`config.mk`:
```
export PLATFORM = sky130hd
export DESIGN_NAME = multi_channel_servo_pwm
export DESIGN_NICKNAME = d
export VERILOG_FILES = /design/src/rtl/mcsp_pkg.sv /design/src/rtl/mcsp_angle_scale.sv /design/src/rtl/multi_channel_servo_pwm.sv
export SDC_FILE = /design/constraint.sdc
export NUM_CORES = 1
export LEC_CHECK = 0
export BUFFER_PORTS_ARGS = -buffer_cell sky130_fd_sc_hd__buf_2
export CORE_UTILIZATION = 47
export DETAILED_ROUTE_END_ITERATION = 7
export PLACE_DENSITY = 0.61
export SLEW_MARGIN = 20
export SYNTH_ARGS = -nofsm -noshare
export SYNTH_HDL_FRONTEND = slang
export SYNTH_SLANG_ARGS = --single-unit
```
`constraint.sdc`:
```
create_clock -name i_clk -period 8.8 [get_ports i_clk]
set_input_delay 0.88 -clock i_clk [delete_from_list [all_inputs] [get_ports i_clk]]
set_output_delay 0.88 -clock i_clk [all_outputs]
set_load 0.1 [all_outputs]
```
`src/rtl/mcsp_pkg.sv`:
```
`default_nettype none

package mcsp_pkg;

    // Field widths
    localparam int FUNC_W  = 1;
    localparam int CHAN_W  = 4;
    localparam int ANGLE_W = 8;
    localparam int PULSE_W = 8;
    localparam int PHASE_W = 10;
    localparam int PINS_W  = 10;
    localparam int PROD_W  = 2 * PULSE_W;

    // Stream widths (fields packed from bit 0, padded to whole bytes)
    localparam int S_TDATA_W = 16;
    localparam int M_TDATA_W = 24;

    // Item kinds carried on tuser
    localparam logic [FUNC_W-1:0] FUNC_TICK  = 1'b0;
    localparam logic [FUNC_W-1:0] FUNC_ANGLE = 1'b1;

    // Configuration register indexes
    typedef logic [1:0] t_cfg_addr;
    localparam t_cfg_addr CFG_PERIOD_TOP = 2'd0;
    localparam t_cfg_addr CFG_PULSE_MIN  = 2'd1;
    localparam t_cfg_addr CFG_PULSE_MAX  = 2'd2;
    localparam t_cfg_addr CFG_CH_ENABLE  = 2'd3;
    localparam int        CFG_DATA_W     = 10;

    // Register reset values
    localparam logic [PHASE_W-1:0] PERIOD_TOP_RST = 10'd385;
    localparam logic [PULSE_W-1:0] PULSE_MIN_RST  = 8'd11;
    localparam logic [PULSE_W-1:0] PULSE_MAX_RST  = 8'd48;
    localparam logic [PINS_W-1:0]  CH_ENABLE_RST  = 10'h3FF;

    // Angle scaling: x/180 = (x>>2)/45, and y/45 = (y*11651)>>19 for y < 74898
    localparam logic [ANGLE_W-1:0] ANGLE_FULL  = 8'd180;
    localparam int                 RECIP_W     = PROD_W - 2;
    localparam logic [RECIP_W-1:0] RECIP_45    = 14'd11651;
    localparam int                 RECIP_SHIFT = 19;

    // Load strobes for the two scaling stages
    typedef struct packed {
        logic load_a;
        logic load_b;
    } t_scale_ctl;

endpackage

`default_nettype wire

```
`src/rtl/mcsp_angle_scale.sv`:
```
`default_nettype none

module mcsp_angle_scale (
    input  wire                          i_clk,
    input  mcsp_pkg::t_scale_ctl         i_ctl,
    input  wire [mcsp_pkg::ANGLE_W-1:0]  i_angle,
    input  wire [mcsp_pkg::PULSE_W-1:0]  i_pulse_min,
    input  wire [mcsp_pkg::PULSE_W-1:0]  i_pulse_max,
    output logic [mcsp_pkg::PULSE_W-1:0] o_width
);
    import mcsp_pkg::*;

    logic [ANGLE_W-1:0]          sat_angle;
    logic [PULSE_W-1:0]          span;
    logic [PROD_W-1:0]           n_prod;
    logic [PROD_W-1:0]           r_prod;
    logic [RECIP_W-1:0]          quarter;
    logic [2*RECIP_W-1:0]        scaled;
    logic [PULSE_W-1:0]          n_width;
    logic [PULSE_W-1:0]          r_width;

    // Stage A: saturate angle, clamp span, multiply
    always_comb begin
        sat_angle = (i_angle > ANGLE_FULL) ? ANGLE_FULL : i_angle;
        span      = (i_pulse_max > i_pulse_min) ? (i_pulse_max - i_pulse_min) : '0;
        n_prod    = PROD_W'(sat_angle) * PROD_W'(span);
    end

    // Stage B: divide by 180 through a reciprocal, add offset
    always_comb begin
        quarter = r_prod[PROD_W-1:2];
        scaled  = (2*RECIP_W)'(quarter) * (2*RECIP_W)'(RECIP_45);
        n_width = scaled[RECIP_SHIFT +: PULSE_W] + i_pulse_min;
    end

    always_ff @(posedge i_clk) begin
        if (i_ctl.load_a) begin
            r_prod <= n_prod;
        end
        if (i_ctl.load_b) begin
            r_width <= n_width;
        end
    end

    assign o_width = r_width;

endmodule

`default_nettype wire

```
`src/rtl/multi_channel_servo_pwm.sv`:
```
// Servo PWM generator: shared period counter, per-channel pulse widths.
// An input item is registered in stage A, then stage B, then the output register, which presents its result.
// Throughput: one item per cycle unless the output stalls; the three-stage pipeline
// (product, scale, state update) is in-order; a stage advances when the next frees up.
// Reset (i_rst_n low, synchronous): registers take their documented defaults,
// counter, pulse widths and pin levels clear, and the pipeline empties.
`default_nettype none

module multi_channel_servo_pwm #(
    parameter int CHANNELS = 10
) (
    input  wire                             i_clk,
    input  wire                             i_rst_n,
    // Input stream
    input  wire                             s_axis_tvalid,
    output logic                            s_axis_tready,
    input  wire [mcsp_pkg::S_TDATA_W-1:0]   s_axis_tdata,  // [3:0] channel, [11:4] angle
    input  wire                             s_axis_tuser,  // [0] func
    // Result stream
    output logic                            m_axis_tvalid,
    input  wire                             m_axis_tready,
    output logic [mcsp_pkg::M_TDATA_W-1:0]  m_axis_tdata,  // [9:0] pins, [19:10] phase
    // Configuration writes
    input  wire                             i_cfg_we,
    input  mcsp_pkg::t_cfg_addr             i_cfg_addr,
    input  wire [mcsp_pkg::CFG_DATA_W-1:0]  i_cfg_data
);
    import mcsp_pkg::*;

    // Channels that can reach the pins field
    localparam int PIN_CH = (CHANNELS < PINS_W) ? CHANNELS : PINS_W;

    // ------------------------------------------------------------------
    // Configuration registers
    // ------------------------------------------------------------------
    logic [PHASE_W-1:0] r_period_top;
    logic [PULSE_W-1:0] r_pulse_min;
    logic [PULSE_W-1:0] r_pulse_max;
    logic [PINS_W-1:0]  r_ch_enable;

    always_ff @(posedge i_clk) begin
        if (!i_rst_n) begin
            r_period_top <= PERIOD_TOP_RST;
            r_pulse_min  <= PULSE_MIN_RST;
            r_pulse_max  <= PULSE_MAX_RST;
            r_ch_enable  <= CH_ENABLE_RST;
        end else if (i_cfg_we) begin
            unique case (i_cfg_addr)
                CFG_PERIOD_TOP: r_period_top <= i_cfg_data[PHASE_W-1:0];
                CFG_PULSE_MIN:  r_pulse_min  <= i_cfg_data[PULSE_W-1:0];
                CFG_PULSE_MAX:  r_pulse_max  <= i_cfg_data[PULSE_W-1:0];
                CFG_CH_ENABLE:  r_ch_enable  <= i_cfg_data[PINS_W-1:0];
            endcase
        end
    end

    // ------------------------------------------------------------------
    // Pipeline flow control
    // Each stage accepts when empty or when its contents move on, so bubbles
    // collapse; a held result stalls the input only once every stage is full.
    // ------------------------------------------------------------------
    logic r_a_valid;
    logic r_b_valid;
    logic r_out_valid;
    logic ready_out;
    logic ready_b;
    logic ready_a;
    logic in_xfer;
    logic retire;

    assign ready_out     = !r_out_valid || m_axis_tready;
    assign ready_b       = !r_b_valid || ready_out;
    assign ready_a       = !r_a_valid || ready_b;
    assign s_axis_tready = ready_a;
    assign in_xfer       = s_axis_tvalid && ready_a;
    assign retire        = r_b_valid && ready_out;   // item applies to state

    always_ff @(posedge i_clk) begin
        if (!i_rst_n) begin
            r_a_valid   <= 1'b0;
            r_b_valid   <= 1'b0;
            r_out_valid <= 1'b0;
        end else begin
            if (ready_a) begin
                r_a_valid <= s_axis_tvalid;
            end
            if (ready_b) begin
                r_b_valid <= r_a_valid;
            end
            if (ready_out) begin
                r_out_valid <= r_b_valid;
            end
        end
    end

    // Carry the item kind and channel alongside the scaling stages
    logic [FUNC_W-1:0] r_a_func;
    logic [CHAN_W-1:0] r_a_chan;
    logic [FUNC_W-1:0] r_b_func;
    logic [CHAN_W-1:0] r_b_chan;

    always_ff @(posedge i_clk) begin
        if (in_xfer) begin
            r_a_func <= s_axis_tuser;
            r_a_chan <= s_axis_tdata[CHAN_W-1:0];
        end
        if (ready_b && r_a_valid) begin
            r_b_func <= r_a_func;
            r_b_chan <= r_a_chan;
        end
    end

    // ------------------------------------------------------------------
    // Angle to pulse width: product in stage A, divide and offset in stage B
    // ------------------------------------------------------------------
    t_scale_ctl         scale_ctl;
    logic [PULSE_W-1:0] b_width;

    assign scale_ctl.load_a = in_xfer;
    assign scale_ctl.load_b = ready_b && r_a_valid;

    mcsp_angle_scale u_scale (
        .i_clk       (i_clk),
        .i_ctl       (scale_ctl),
        .i_angle     (s_axis_tdata[CHAN_W +: ANGLE_W]),
        .i_pulse_min (r_pulse_min),
        .i_pulse_max (r_pulse_max),
        .o_width     (b_width)
    );

    // ------------------------------------------------------------------
    // State update at retirement
    // ------------------------------------------------------------------
    logic [PHASE_W-1:0] r_period_count;
    logic [PULSE_W-1:0] r_pulse_width [CHANNELS];
    logic [PINS_W-1:0]  r_pin_levels;

    logic [PHASE_W:0]   count_inc;
    logic [PHASE_W-1:0] n_period_count;
    logic [PINS_W-1:0]  n_pin_levels;

    // Tick: advance, wrapping past the top (a top of zero holds the count at
    // zero); then drive each enabled pin high while below its pulse width.
    always_comb begin
        count_inc      = {1'b0, r_period_count} + (PHASE_W+1)'(1);
        n_period_count = (count_inc > {1'b0, r_period_top}) ? '0 : count_inc[PHASE_W-1:0];
        n_pin_levels   = '0;
        for (int n = 0; n < PIN_CH; n++) begin
            n_pin_levels[n] = r_ch_enable[n]
                && (n_period_count < PHASE_W'(r_pulse_width[n]));
        end
    end

    always_ff @(posedge i_clk) begin
        if (!i_rst_n) begin
            r_period_count <= '0;
            r_pin_levels   <= '0;
            for (int n = 0; n < CHANNELS; n++) begin
                r_pulse_width[n] <= '0;
            end
        end else if (retire) begin
            unique case (r_b_func)
                FUNC_TICK: begin
                    r_period_count <= n_period_count;
                    r_pin_levels   <= n_pin_levels;
                end
                FUNC_ANGLE: begin
                    // Channels beyond the array match no entry and are dropped
                    for (int n = 0; n < CHANNELS; n++) begin
                        if (r_b_chan == CHAN_W'(n)) begin
                            r_pulse_width[n] <= b_width;
                        end
                    end
                end
            endcase
        end
    end

    // ------------------------------------------------------------------
    // Output register: levels and count after the retiring item
    // ------------------------------------------------------------------
    logic [PINS_W-1:0]  r_out_pins;
    logic [PHASE_W-1:0] r_out_phase;

    always_ff @(posedge i_clk) begin
        if (retire) begin
            if (r_b_func == FUNC_TICK) begin
                r_out_pins  <= n_pin_levels;
                r_out_phase <= n_period_count;
            end else begin
                r_out_pins  <= r_pin_levels;
                r_out_phase <= r_period_count;
            end
        end
    end

    assign m_axis_tvalid = r_out_valid;
    assign m_axis_tdata  = {(M_TDATA_W-PINS_W-PHASE_W)'(0), r_out_phase, r_out_pins};

endmodule

`default_nettype wire

```
==> impl_metrics.tcl, run 1 <==
set metrics [dict create \
    status "completed" \
    synth_edf_count 132 \
    whs_endpoint "r_b_chan[1]" \
    vias 10187 \
    tightest_slew_ns 1.06 \
    setup_ws_ns 1.77 \
    grt_max_degree 66 \
    fmax_mhz 142 \
    dieArea_sq_mm 0.0325 \
    insertion_delay_ns 0.45 \
    crit_type "flip-flop to flip-flop" \
    final-setup-viol-count 0 \
    rsz0062_at_grt "false" \
    finalWeightedCongestion 0.828 \
    postCtsHoldBufs 0 \
    cts-htree-levels 4 \
    cts_num_sinks 191 \
    yosysWarnings 0 \
    post_drt_wl_per_cell_microns 16.2 \
    cts_resized 0 \
    start_kind "flip-flop" \
    die_x_microns 180 \
    layout.nets 1911 \
    grt_first_pass_wirelength_microns 52200 \
    cts_made_buffers 17 \
    synthFlopType "edfxtp_1" \
    detailedPlace.worstSlack_ns 1.83 \
    drc_errors 0 \
    timing.rr.start "r_pulse_max[0]" \
    cp_max_fo 13 \
    first_iter_violations 427 \
    antenna_left 0 \
    rr_endpoint "u_scale.r_prod[15]" \
    cp.required_ns 8.99 \
    portBuffers 51 \
    netlist_area_sq_mm 0.0149 \
    gr-total-overflow 0 \
    diodes 0 \
    firstDrtPassIters 5 \
    cts_tree "done" \
    reg2reg_slack_ns 1.77 \
    cap_violations 0 \
    initial_core_util 0.483 \
    syn_area_per_cell_sq_um 9.87 \
    grtUsageTotal 0.207 \
    ff2ff_path_depth 25 \
    clk_pin_slew_ns 0.07 \
    cts_root_buf "clkbuf_16" \
    dp_hpwl_microns 24500 \
    slew_headroom 0.288 \
    drive_above_1_share 0.0798 \
    min_path_cells 0 \
    yosys.area.top_type "edfxtp_1" \
    core_area_sq_mm 0.0309 \
    fin_crit_sh 0.798 \
    yosysTopAreaCellShare 0.266 \
    hold_viol_final 0 \
    synth_seq_cells 191 \
    crit_path_start "r_pulse_max[0]" \
    min_period_ns 7.03 \
    yosysSeqAreaShare 0.345 \
    die_h_microns 180 \
    synth_cell_types 60 \
    synth_area_leaders "edfxtp_1, ha_1, fa_1" \
    fin_skew_ns 0.0170 \
    maxSlewViolCount 0 \
    min-delay-start "r_a_chan[1]" \
    hold_path.class "flip-flop to flip-flop" \
    fp-row-count 64 \
    routed_wl_microns 32100 \
    via_per_inst 5.16 \
    antenna_found_initial 0 \
    cp-end-kind "flip-flop" \
    clock_path_buffers 2 \
    cp_data_arrival_time_ns 7.22 \
    async_flop_share 0 \
    area_delta_synth_final_pct 8.59 \
    post_cts_buffers 0 \
    pin_count 60 \
    grt_pass1_vias 10269 \
    netlist_instances 1511 \
    fin_setup_tns_ns 0 \
]
==> kinds of logic after synthesis <==
group | synth area share
flip-flops | 0.345
AO/OA/AOI/OAI | 0.0986
multiplexers | 0.00226
adder cells (fa/ha/maj) | 0.301
other | 0.000251
buffers and inverters | 0.0751
AND/OR/NAND/NOR | 0.152
XOR/XNOR | 0.0264
==> cell type report <==
class                           count  area (sq um)
Tap cell                          396           495
Fill cell                        2808         14700
Sequential cell                   191          5140
Clock inverter                     14           121
Multi-Input combinational cell   1032          8670
Timing Repair Buffer               65           360
Clock buffer                       18           429
Inverter                          259           972
==> worst max-delay path, cell delays in order, from the launching register on <==
cell and delay (ns):
dfxtp_1 0.33, inv_1 0.05, ha_1 0.21, fa_1 0.41, nor2b_1 0.13, o21ai_1 0.08
a21boi_1 0.20, o21a_1 0.15, o21ai_1 0.07, a211oi_2 0.68, nand3b_1 0.43, or2_2 0.42
fa_1 0.52, fa_1 0.56, inv_1 0.07, fa_1 0.54, inv_1 0.06, fa_1 0.53
inv_1 0.04, ha_1 0.33, inv_1 0.09, o21bai_1 0.09, a31o_2 0.27, a41oi_1 0.27
a21oi_1 0.12, xnor2_1 0.13
==> registers in the layout, indices dropped and copies added, names as in the netlist <==
name,cells
r_b_func,1
r_pulse_max,8
r_ch_enable,10
r_pin_levels,10
r_a_valid,1
r_period_count,10
r_b_chan,4
r_b_valid,1
m_axis_tvalid,1
r_pulse_min,8
r_out_phase,10
u_scale.r_prod,14
r_period_top,10
r_a_func,1
r_pulse_width,80
r_out_pins,10
r_a_chan,4
u_scale.o_width,8
==> synth_stat cells (3+ instances only) <==
library cell / n
a21boi_0: 26
a311oi_1: 8
o21bai_1: 4
xor2_1: 13
nor2b_1: 29
o21ai_0: 53
inv_1: 258
nand3_1: 16
a21oi_1: 51
nor2_1: 111
buf_4: 5
nor3_1: 13
nor4b_1: 11
nor2_2: 3
nand4_1: 22
a22o_1: 20
o31ai_1: 7
o21a_1: 5
fa_1: 79
nand2_1: 110
or2_2: 10
o21ai_1: 4
ha_1: 232
and2_1: 83
clkbuf_1: 24
edfxtp_1: 132
a21o_1: 9
xnor2_1: 32
nand2b_1: 27
o211ai_1: 16
mux2_2: 3
dfxtp_1: 59
==> per-stage QoR <==
| step | hold WS [ns] | util | area (sq um) | cells |
|---|---|---|---|---|
| floorplan | 0.400 | - | 14900 | 1514 |
| global placement | 0.403 | 0.506 | 15600 | 1943 |
| detailed placement | 0.406 | 0.506 | 15600 | 1943 |
| CTS | 0.424 | 0.524 | 16200 | 1975 |
| global route | 0.436 | 0.524 | 16200 | 1975 |
| finish | 0.424 | 0.524 | 16200 | 1975 |
==> cells in the final DEF (no fill, tap or decap), types with 25 or more instances in the layout <==
cell      instances
a21boi_0         25
a21oi_1          51
and2_1           83
buf_2            51
dfxtp_1          59
edfxtp_1        132
fa_1             79
ha_1            232
inv_1           258
nand2_1         110
nand2b_1         27
nor2_1          111
nor2b_1          27
o21ai_0          47
xnor2_1          32
==> per-layer routing <==
layer	share of wire	vias to the layer above	GRT usage
met5	0	-	0
met1	0.44	4814	0.246
met2	0.51	152	0.379
met3	0.028	46	0.0291
li1	-	5175	-
met4	0.027	0	0.0742
==> worst max-delay path by stage <==
stage	endpoint	slack, ns
global placement	u_scale.r_prod[15]	1.89
CTS	u_scale.r_prod[15]	1.81
global route	u_scale.r_prod[15]	1.34
finish	u_scale.r_prod[15]	1.77
detailed placement	u_scale.r_prod[15]	1.83
floorplan	u_scale.r_prod[15]	2.83
Power of run 1 is left out: the tool's default activity adds up to more than one toggle a clock period on the data nets, which glitch-free logic cannot reach.
==> inputs of run 2 (changes only) <==
- ABC_AREA: default -> 1
- clock period: 8.8 -> 7.1 ns (I/O delays scaled with it)
==> impl_metrics.tcl, run 2 <==
set metrics [dict create \
    status "completed" \
    fin_skew_ns 0.0155 \
    gr-total-overflow 0 \
    cpPeakStageDelay_ns 0.57 \
    cts_root_buf "clkbuf_16" \
    top_register "r_pulse_width" \
    fin_setup_tns_ns 0 \
    finalWeightedCongestion 0.870 \
    synth_cell_types 45 \
    hold_viol_final 0 \
    diodes 0 \
    synthSimpleGateAreaFrac 0.162 \
    synth_fa_ha_area_frac 0.298 \
    fin_crit_sh 0.931 \
    cts-htree-levels 4 \
    post_drt_wl_per_cell_microns 15.0 \
    routed_wl_microns 32900 \
    yosysWarnings 0 \
    drive_above_1_share 0.0699 \
    area_delta_synth_final_pct 9.13 \
    pin_count 60 \
    cts_tree "done" \
    die_x_microns 181 \
    grt_first_pass_wirelength_microns 53900 \
    firstDrtPassIters 5 \
    layout.nets 2120 \
    final_cell_mix "inv_1, nand2_1, ha_1, nor2_1, edfxtp_1" \
    dieArea_sq_mm 0.0327 \
    die_h_microns 181 \
    grt_max_degree 58 \
    synthTopCellsByCount "inv_1, nand2_1, ha_1, nor2_1, edfxtp_1" \
    synth_top_family_by_area "adder cells" \
    worst_path_max_delay_cell "fa_1" \
    yosysMostFrequentCell "inv_1" \
    yosysTopAreaCellShare 0.264 \
    cp_data_arrival_time_ns 6.80 \
    first_iter_violations 635 \
    yosys.area.top_type "edfxtp_1" \
    antenna_found_initial 0 \
    portBuffers 51 \
    synth_compound_area_frac 0.0712 \
    hold_path.class "flip-flop to flip-flop" \
    crit_type "flip-flop to flip-flop" \
    core_area_sq_mm 0.0315 \
    drc_errors 0 \
    min_path_cells 0 \
    final_common_cell "inv_1" \
    insertion_delay_ns 0.45 \
    largest_reg_flops 80 \
    cp_max_fo 7 \
    postCtsHoldBufs 0 \
    ff2ff_path_depth 30 \
    synth_area_leaders "edfxtp_1, ha_1, fa_1" \
    cap_violations 0 \
    grtUsageTotal 0.211 \
    via_per_inst 5.03 \
    cp.required_ns 7.29 \
    antenna_left 0 \
    yosysSeqAreaShare 0.342 \
    maxSlewViolCount 0 \
    rsz0062_at_grt "false" \
    yosys.area_share.xor_xnor 0.0231 \
    min_period_ns 6.61 \
    netlist_instances 1717 \
    synthFlopType "edfxtp_1" \
    synth_seq_cells 191 \
    cp-end-kind "flip-flop" \
    grt_pass1_vias 10877 \
    syn_area_per_cell_sq_um 8.76 \
    clk_pin_slew_ns 0.09 \
    cts_resized 0 \
    cp_common_cell "nor2_1" \
    detailedPlace.worstSlack_ns 0.545 \
    synth_mux_area_frac 0 \
    setup_ws_ns 0.492 \
    tightest_slew_ns 1.02 \
    final-setup-viol-count 0 \
    fp-row-count 65 \
    fmax_mhz 151 \
    initial_core_util 0.478 \
    largest_registers "r_pulse_width x80, u_scale.r_prod x14" \
    start_kind "flip-flop" \
    slew_headroom 0.318 \
    cts_made_buffers 17 \
    post_cts_buffers 0 \
    clock_path_buffers 2 \
    dp_hpwl_microns 24900 \
    async_flop_share 0 \
    cts_num_sinks 191 \
    netlist_area_sq_mm 0.0150 \
    vias 11019 \
    synth_edf_count 132 \
]
## run 2: cell types whose count changed after synthesis, moves of 24 or more
cell	change
inv_1	+90
nand2b_1	-27
a21oi_1	+40
nor2_1	+113
nand2_1	+126
nand3_1	+33
nor2b_1	-29
a21boi_0	-24
and2_1	-83
## run 2: routing by layer
| metal | up-vias | track usage | part of all wire |
|---|---|---|---|
| met4 | 0 | 0.0544 | 0.017 |
| met3 | 37 | 0.0298 | 0.040 |
| met1 | 5121 | 0.259 | 0.43 |
| met2 | 213 | 0.388 | 0.51 |
| li1 | 5648 | - | - |
| met5 | - | 0 | 0 |
## run 2: logic make-up (layout without fill, tap and decap cells)
family / count (synthesis) / in the layout
AO/OA/AOI/OAI: 192 / 192
XOR/XNOR: 38 / 38
adder cells (fa/ha/maj): 311 / 311
buffers and inverters: 401 / 469
flip-flops: 191 / 191
other: 1 / 4
AND/OR/NAND/NOR: 583 / 583
## run 2: worst paths after layout
kind                        endpoint            from  slack, ns
setup reg to reg  u_scale.r_prod[14]  r_pulse_min[1]       0.49
hold reg to reg          r_b_chan[0]     r_a_chan[0]       0.41
hold / removal           r_b_chan[0]     r_a_chan[0]       0.41
setup / recovery  u_scale.r_prod[14]  r_pulse_min[1]       0.49
## run 2: area by class of cell
class / instances / area, sq um
clock buffer: 17 / 425
clock inverter: 15 / 215
fill: 2909 / 15100
inverter: 373 / 1400
multi-input combinational: 1128 / 8360
sequential: 191 / 5140
tap: 402 / 503
timing repair buffer: 64 / 353
## run 2: through the flow
stage	utilization	hold slack (ns)	cells	instance area [sq um]
3_5_place_dp	0.501	0.405	2158	15800
5_1_grt	0.521	0.408	2190	16400
4_1_cts	0.521	0.411	2190	16400
3_3_place_gp	0.501	0.404	2158	15800
2_1_floorplan	-	0.400	1720	15000
6_report	0.521	0.408	2190	16400
## run 2: critical path: cells and delay by family (launching register included)
kind	cells	cell delay, ns
flops	1	0.48
simple gates	11	1.10
buf+inv	4	0.27
xor+xnor	1	0.08
compound gates	8	1.56
fa+ha+maj	6	2.86
Power of run 2 is left out for the same reason.
==> inputs of run 3 (changes only) <==
- BUFFER_PORTS_ARGS: -buffer_cell sky130_fd_sc_hd__buf_2 -> -buffer_cell sky130_fd_sc_hd__buf_4
- CTS_CLUSTER_SIZE: default -> 40
==> impl_metrics.tcl, run 3 (synthesis results as in run 2) <==
set metrics [dict create \
    firstDrtPassIters 5 \
    first_iter_violations 707 \
    final_common_cell "inv_1" \
    antenna_found_initial 0 \
    die_h_microns 181 \
    grt.met1_usage 0.256 \
    min_period_ns 6.53 \
    fill_cells 2947 \
    min-delay-start "r_a_chan[0]" \
    tightest_slew_ns 0.966 \
    finalWeightedCongestion 0.879 \
    fp-row-count 65 \
    crit_type "flip-flop to flip-flop" \
    largest_registers "r_pulse_width x80, u_scale.r_prod x14" \
    multi_input_area_sq_mm 0.00836 \
    cts_num_sinks 191 \
    top_register "r_pulse_width" \
    core_area_sq_mm 0.0315 \
    clk_pin_slew_ns 0.07 \
    drc_errors 0 \
    hold_viol_final 0 \
    grt_pass1_vias 10804 \
    maxSlewViolCount 0 \
    final_cells 2188 \
    cp-end-kind "flip-flop" \
    rr_endpoint "u_scale.o_width[7]" \
    dp.cells 2156 \
    cts_root_buf "clkbuf_16" \
    antenna_left 0 \
    cap_violations 0 \
    seq_area_sq_mm 0.00514 \
    gr-total-overflow 0 \
    grt_max_degree 58 \
    fin_skew_ns 0.0113 \
    fin_crit_sh 0.920 \
    final_area_sq_mm 0.0164 \
    dieArea_sq_mm 0.0327 \
    post_drt_wl_per_cell_microns 15.1 \
    hold_path.class "flip-flop to flip-flop" \
    largest_reg_flops 80 \
    area_delta_synth_final_pct 9.32 \
    drive_above_1_share 0.0672 \
    rsz0062_at_grt "false" \
    portBuffers 51 \
    grt_use_met3 0.0290 \
    vias 11018 \
    fmax_mhz 153 \
    cts_tree "done" \
    die_x_microns 181 \
    insertion_delay_ns 0.44 \
    cts_resized 0 \
    grtUsageTotal 0.212 \
    dp_hpwl_microns 25100 \
    cts-htree-levels 4 \
    whs_endpoint "r_b_chan[0]" \
    diodes 0 \
    cp_max_fo 5 \
    layout.nets 2118 \
    final_cell_mix "inv_1, nand2_1, ha_1, nor2_1, edfxtp_1" \
    slew_headroom 0.355 \
    hold_slack_ns 0.422 \
    pin_count 60 \
    fin_setup_tns_ns 0 \
    cts_made_buffers 17 \
    routed_wl_microns 33000 \
    cp_data_arrival_time_ns 6.71 \
    post_cts_buffers 0 \
    use_met2 0.385 \
    start_kind "flip-flop" \
    reg2reg_slack_ns 0.57 \
    min_path_cells 0 \
    timing.rr.start "u_scale.r_prod[5]" \
    clock_path_buffers 2 \
    status "completed" \
    postCtsHoldBufs 0 \
    initial_core_util 0.478 \
    ff2ff_path_depth 27 \
    placed_area_sq_mm 0.0159 \
    grt_first_pass_wirelength_microns 53800 \
    final-setup-viol-count 0 \
    cp.required_ns 7.28 \
    via_per_inst 5.04 \
    grt_busiest_layer "met2" \
]
run 3: cell types whose count changed in the layout (fill, tap and decap cells not counted):
cell / delta
buf_2: -51
buf_4: +49
clkinv_1: +3
clkinv_2: +2
clkinv_4: +2
clkinv_8: -5
clkinvlp_4: -1
inv_12: -3
inv_6: +3
inv_8: -1
run 3: metrics by stage:
stage                     setup slack, ns  utilization
after floorplan                      1.06            -
after global routing               0.0297        0.522
after CTS                           0.509        0.522
after global placement              0.605        0.504
final                               0.568        0.522
after detailed placement            0.519        0.504
run 3: layer usage:
layer / up-vias / routed length, microns
met4: 0 / 705
li1: 5644 / -
met2: 181 / 16700
met1: 5154 / 14500
met3: 39 / 1150
met5: - / 0
run 3: worst max path at each step:
| stage | start | end | slack (ns) |
|---|---|---|---|
| 2_1_floorplan | u_scale.r_prod[5] | u_scale.o_width[7] | 1.06 |
| 3_3_place_gp | u_scale.r_prod[5] | u_scale.o_width[7] | 0.61 |
| 3_5_place_dp | u_scale.r_prod[5] | u_scale.o_width[7] | 0.52 |
| 4_1_cts | u_scale.r_prod[5] | u_scale.o_width[7] | 0.51 |
| 5_1_grt | r_pulse_min[1] | u_scale.r_prod[14] | 0.03 |
| 6_report | u_scale.r_prod[5] | u_scale.o_width[7] | 0.57 |
run 3: critical path: stages (launching register included):
cell,delay [ns]
edfxtp_1,0.48
ha_1,0.38
ha_1,0.33
fa_1,0.52
fa_1,0.55
inv_1,0.06
fa_1,0.50
fa_1,0.52
inv_1,0.04
ha_1,0.30
nand2_1,0.07
inv_1,0.05
nand3_1,0.06
nor2_1,0.09
inv_1,0.05
nor3b_1,0.18
nor2_1,0.11
o21ai_0,0.40
xor2_1,0.13
ha_1,0.35
a21oi_1,0.15
nand2_1,0.09
a21oi_1,0.14
o21bai_1,0.10
nand2_1,0.07
nand2_1,0.05
a21oi_1,0.16
xor3_1,0.34
run 3: layout make-up:
class / count / area share
multi-input combinational: 1128 / 0.509
tap: 402 / 0.0306
timing repair buffer: 62 / 0.0283
sequential: 191 / 0.313
clock buffer: 17 / 0.0259
inverter: 373 / 0.0852
clock inverter: 15 / 0.00799
Power of run 3 is left out for the same reason.
